<file path="src/hw/rtl/spq_pkg.sv">
// Shared types and constants for the sorted priority queue.
// No dependencies; every other file refers to this package by scoped names.
package spq_pkg;

    localparam int CAPACITY_DEF = 64;
    localparam int TAG_W        = 16;
    localparam int KEY_W        = 16;
    localparam int KIND_W       = 2;
    localparam int POS_W        = 8;
    localparam int STATUS_W     = 2;

    typedef enum logic [KIND_W-1:0] {
        KIND_INSERT   = 2'd0,
        KIND_DISPATCH = 2'd1,
        KIND_MODIFY   = 2'd2,
        KIND_IGNORE   = 2'd3
    } t_kind;

    typedef enum logic [STATUS_W-1:0] {
        ST_OK        = 2'd0,
        ST_EMPTY     = 2'd1,
        ST_FULL      = 2'd2,
        ST_NOT_FOUND = 2'd3
    } t_status;

    typedef enum logic [1:0] {
        CELL_HOLD   = 2'd0,
        CELL_INSERT = 2'd1,
        CELL_REMOVE = 2'd2
    } t_cell_op;

    // broadcast to every cell in the row
    typedef struct packed {
        t_cell_op           op;
        logic [TAG_W-1:0]   tag;
        logic [KEY_W-1:0]   key;
    } t_cell_cmd;

endpackage

</file>
<file path="src/hw/rtl/spq_cell.sv">
// One slot of the sorted row: holds a (tag, key) pair and shifts toward its
// neighbors on insert or remove. Depends on spq_pkg.
module spq_cell #(
    parameter int CAPACITY = spq_pkg::CAPACITY_DEF,
    parameter int INDEX    = 0,
    localparam int IW      = $clog2(CAPACITY),
    localparam int CW      = $clog2(CAPACITY + 1)
) (
    input  logic                       i_clk,
    input  spq_pkg::t_cell_cmd         i_cmd,
    input  logic [IW-1:0]              i_idx,
    input  logic [CW-1:0]              i_count,
    input  logic [spq_pkg::TAG_W-1:0]  i_left_tag,
    input  logic [spq_pkg::KEY_W-1:0]  i_left_key,
    input  logic                       i_left_le,
    input  logic [spq_pkg::TAG_W-1:0]  i_right_tag,
    input  logic [spq_pkg::KEY_W-1:0]  i_right_key,
    output logic [spq_pkg::TAG_W-1:0]  o_tag,
    output logic [spq_pkg::KEY_W-1:0]  o_key,
    output logic                       o_le,
    output logic [spq_pkg::TAG_W-1:0]  o_pick_tag
);

    logic [spq_pkg::TAG_W-1:0] r_tag;
    logic [spq_pkg::KEY_W-1:0] r_key;
    logic                      w_valid;
    logic                      w_at_or_after;

    assign w_valid       = CW'(INDEX) < i_count;
    // row is sorted, so the le flags form a prefix of the occupied cells
    assign o_le          = w_valid && (r_key <= i_cmd.key);
    assign w_at_or_after = IW'(INDEX) >= i_idx;
    assign o_pick_tag    = (IW'(INDEX) == i_idx) ? r_tag : '0;
    assign o_tag         = r_tag;
    assign o_key         = r_key;

    always_ff @(posedge i_clk) begin
        unique case (i_cmd.op)
            spq_pkg::CELL_INSERT: begin
                if (!o_le) begin
                    if (i_left_le) begin
                        r_tag <= i_cmd.tag;
                        r_key <= i_cmd.key;
                    end else begin
                        r_tag <= i_left_tag;
                        r_key <= i_left_key;
                    end
                end
            end
            spq_pkg::CELL_REMOVE: begin
                if (w_at_or_after) begin
                    r_tag <= i_right_tag;
                    r_key <= i_right_key;
                end
            end
            default: begin
            end
        endcase
    end

endmodule

</file>
<file path="config.mk">
export PLATFORM = sky130hd
export DESIGN_NAME = spq_cell
export DESIGN_NICKNAME = d
export VERILOG_FILES = /design/src/hw/rtl/spq_pkg.sv /design/src/hw/rtl/spq_cell.sv
export SDC_FILE = /design/constraint.sdc
export NUM_CORES = 1
export LEC_CHECK = 0
export BUFFER_PORTS_ARGS = -buffer_cell sky130_fd_sc_hd__buf_2
export CAP_MARGIN = 25
export CORE_MARGIN = 4
export CORE_UTILIZATION = 41
export DETAILED_ROUTE_END_ITERATION = 16
export PLACE_DENSITY = 0.87
export SLEW_MARGIN = 20
export SYNTH_ARGS = -nofsm -noshare
export SYNTH_HDL_FRONTEND = slang
export SYNTH_SLANG_ARGS = --single-unit
</file>
<file path="constraint.sdc">
create_clock -name i_clk -period 3.67 [get_ports i_clk]
set_input_delay 0.1835 -clock i_clk [delete_from_list [all_inputs] [get_ports i_clk]]
set_output_delay 0.1835 -clock i_clk [all_outputs]
set_load 0.005 [all_outputs]
</file>
==> metrics.md <==
| Metric | Value |
|---|---|
| Worst Hold Launch | `i_right_tag[9]` |
| Worst hold path depth | `3` |
| Post-place setup slack | `approximately 1.0 ns` |
| First-pass GRT wire length | `9780 um` |
| Switching Fraction | `25.2%` |
| Worst path cell trace | `ha_1 > nand4_1 > nor3_1 > a21boi_0 > o31a_1 > a221o_2` |
| Reg-to-Reg Start | `o_key[14]$_DFFE_PP_` |
| Clk_lat worst skew | `0.28 ns` |
| Placed standard-cell area | `3060 um^2` |
| First-iteration detailed-routing DRC count | `53` |
| Drt first pass iters | `4` |
| PwrDens | `roughly 280 nW/um^2` |
| Syn_area_per_cell | `10.0 um^2` |
| Grt total ovfl | `0` |
| Comb pwr share | `a little over a fifth` |
| Via-to-Cell Ratio | `4.88` |
| Remaining antenna violation count | `0` |
| CTS max path bufs | `2` |
| Crit end category | `flip-flop` |
| Max-slew headroom | `34.1%` |
| Yosys warns | `0` |
| Post-CTS setup repair buffer count | `0` |
| Slowest stage delay, CP | `0.67 ns` |
| Post-cts hold buffer count | `0` |
| Nets | `506` |
| Psw | `0.000219 W` |
| Root Buffer | `clkbuf_8` |
| CTS resizes | `0` |
| Initial antenna violation count | `0` |
| Fin crit share | `71.7%` |
| Final Skew | `0.00653 ns` |
| Final WS setup | `~1.0 ns` |
| Register bit total from synthesis | `32` |
| GRT Max-Usage Layer | `met2` |
| Internal power | `0.000649 W` |
| ANT cells | `0` |
| Worst R2R End | `o_tag[0]$_DFFE_PP_` |
| Port bufs | `161` |
| Clock Power Share | `28.1%` |
| Crit path max-delay cell type | `a221o_2` |
| Yosys cell types | `27` |
| TNS Setup | `0 ns` |
| Peak Freq | `0.380 GHz` |
| WP data required | `3.57 ns` |
| Largest net degree at the start of global routing | `66` |
| Max-Cap Viols | `0` |
| Routing usage on met1 | `21.3%` |
| Htree depth | `2` |
| Layout cells sized above 1 | `48.8%` |
| Cts bufs inserted | `5` |
| I/O pin total | `between 150 and 200` |
| Number of remaining DRC errors | `0` |
| Rows | `26` |
| Minimum setup slack among reg-to-reg paths | `1.04 ns` |
| Final hold violations | `0` |
| Sequential power share | `49.9%` |
| Clock-pin transition on the worst setup and hold timing paths | `roughly 0.06 ns` |
| Crit Path Max Fanout | `32` |
| Status | `finished clean` |
| Routability cong. | `between 0.7 and 0.8` |
| Reg2reg path depth | `6` |
| Maximum vdd drop | `0.000164 V` |
| Synth-to-Final Area Change | `42.1%` |
| Core region area | `about 5200 um^2` |
| Die H | `81.4 um` |
| Yosys top cell by area | `edfxtp_1` |
| Met2 usage | `36.6%` |
| HPWL after detailed placement | `around 5400 um` |
| Crit path arrival time | `2.53 ns` |
| Share of the synthesized area in the top cell type | `43.6%` |
| Leakage | `1.60 nW` |
| GRT Overall Usage | `approximately a fifth` |
| CTS tree | `built` |
| Design area | `3130 um^2` |
| Commonest non-fill, non-tap cell in the layout | `buf_2` |
| Slew Limit Fails | `0` |
| Syn_nets | `349` |
| Count of final setup violators | `0` |
| Min-delay worst type | `in2reg` |
| Post-synthesis sequential area ratio | `43.6%` |
| Hold_ws | `0.186 ns` |
| Routed len/inst | `between 15 and 20 um` |
| Hold Path Sink | `o_tag[9]$_DFFE_PP_` |
| Setup CP Type | `reg2reg` |
| Top post-synthesis cells by area | `edfxtp_1 (44%), mux2i_1 (15%), ha_1 (9.1%)` |
| Post-synthesis cell area | `2210 um^2` |
| Critical path startpoint category | `flip-flop` |
| CTS sink cnt | `32` |
| Starting Density | `42.6%` |
| Post-Syn Instances | `220` |
| Die area | `6620 um^2` |
| RSZ-0062 raised after global routing | `no` |
| FILL cells | `about 450` |
| Slew @ Worst Pin | `0.989 ns` |
| Final min period | `around 2.6 ns` |
| Commonest non-fill, non-tap cells in the layout | `buf_2 (161), nand2_1 (34), o21ai_0 (33), mux2i_1 (32), edfxtp_1 (32)` |
| Vias in the first global route | `2163` |
| Die width | `~81 um` |
| Met3 Usage GRT | `4.88%` |
| Vias | `2182` |
| WL final | `6790 um` |
-- area by class of cell --
type,instances,area [um^2],area share (%)
well taps,70,87.6,2.79
repair buffers,162,813,25.9
clock buffers,5,68.8,2.20
multi-input cells,160,1140,36.2
clock inverters,2,7.51,0.240
inverters,16,60.1,1.92
flip-flops and latches,32,961,30.7
-- synthesized netlist by cell type --
cell / number
buf_6: 1
o31a_1: 1
a21o_1: 1
o221ai_1: 1
o21a_1: 1
edfxtp_1: 32
nor3_1: 2
a211oi_1: 1
and3_1: 1
or4_4: 1
a21oi_1: 7
inv_1: 16
nand4_1: 4
buf_2: 3
ha_1: 16
nor3_4: 1
nand2_1: 34
mux2i_1: 32
nand3_1: 1
and2_1: 4
a21boi_0: 1
nor4_1: 1
nor2b_1: 3
and2_2: 13
a221o_2: 1
o21ai_0: 33
clkbuf_1: 8
-- state kept, by name, indices dropped and copies added, names as in the netlist --
register / count
o_tag: 16
o_key: 16
-- worst max path at each step --
stage,startpoint,cells past startpoint,slack [ns],endpoint
2_1_floorplan,o_key[15]$_DFFE_PP_,6,1.39,o_key[0]$_DFFE_PP_
3_3_place_gp,o_key[15]$_DFFE_PP_,6,1.19,o_key[15]$_DFFE_PP_
3_5_place_dp,o_key[13]$_DFFE_PP_,6,1.01,o_tag[12]$_DFFE_PP_
4_1_cts,o_key[13]$_DFFE_PP_,6,0.99,o_key[13]$_DFFE_PP_
5_1_grt,o_key[14]$_DFFE_PP_,6,0.75,o_key[13]$_DFFE_PP_
6_report,o_key[14]$_DFFE_PP_,6,1.04,o_tag[0]$_DFFE_PP_
-- power by group through the flow --
stage               combinational, W  clock (W)  sequential, W
global placement            0.000185          0       0.000440
detailed placement          0.000192          0       0.000441
finish                      0.000191   0.000244       0.000433
CTS                         0.000193   0.000253       0.000433
global route                0.000215   0.000270       0.000435
floorplan                  0.0000899          0       0.000441
-- worst max-delay path, delay by kind of cell (launching register included) --
family	cells	cell delay, ns
AO/OA/AOI/OAI	3	1.07
adder cells (fa/ha/maj)	1	0.31
flip-flops	1	0.40
AND/OR/NAND/NOR	2	0.46
-- layer usage --
| metal | routed length, um | vias up |
|---|---|---|
| met2 | 3700 | 93 |
| met4 | 96 | 0 |
| met3 | 492 | 10 |
| li1 | - | 1102 |
| met1 | 2500 | 977 |
| met5 | 0 | - |
-- per-stage QoR --
step	cells	utilization, %	power [W]
2_1_floorplan	220	-	0.000531
3_3_place_gp	440	59.1	0.000624
4_1_cts	447	60.6	0.000879
6_report	447	60.6	0.000867
5_1_grt	447	60.6	0.000920
3_5_place_dp	440	59.1	0.000633
-- cells by family (layout without fill, tap and decap cells) --
group | count (synthesis) | in the layout | synth area share, %
buf+inv | 28 | 185 | 5.28
simple gates | 65 | 65 | 15.8
mux | 32 | 32 | 14.5
compound gates | 47 | 47 | 11.7
flops | 32 | 32 | 43.6
fa+ha+maj | 16 | 16 | 9.08
Note: power is estimated with default switching activity, not from simulation.
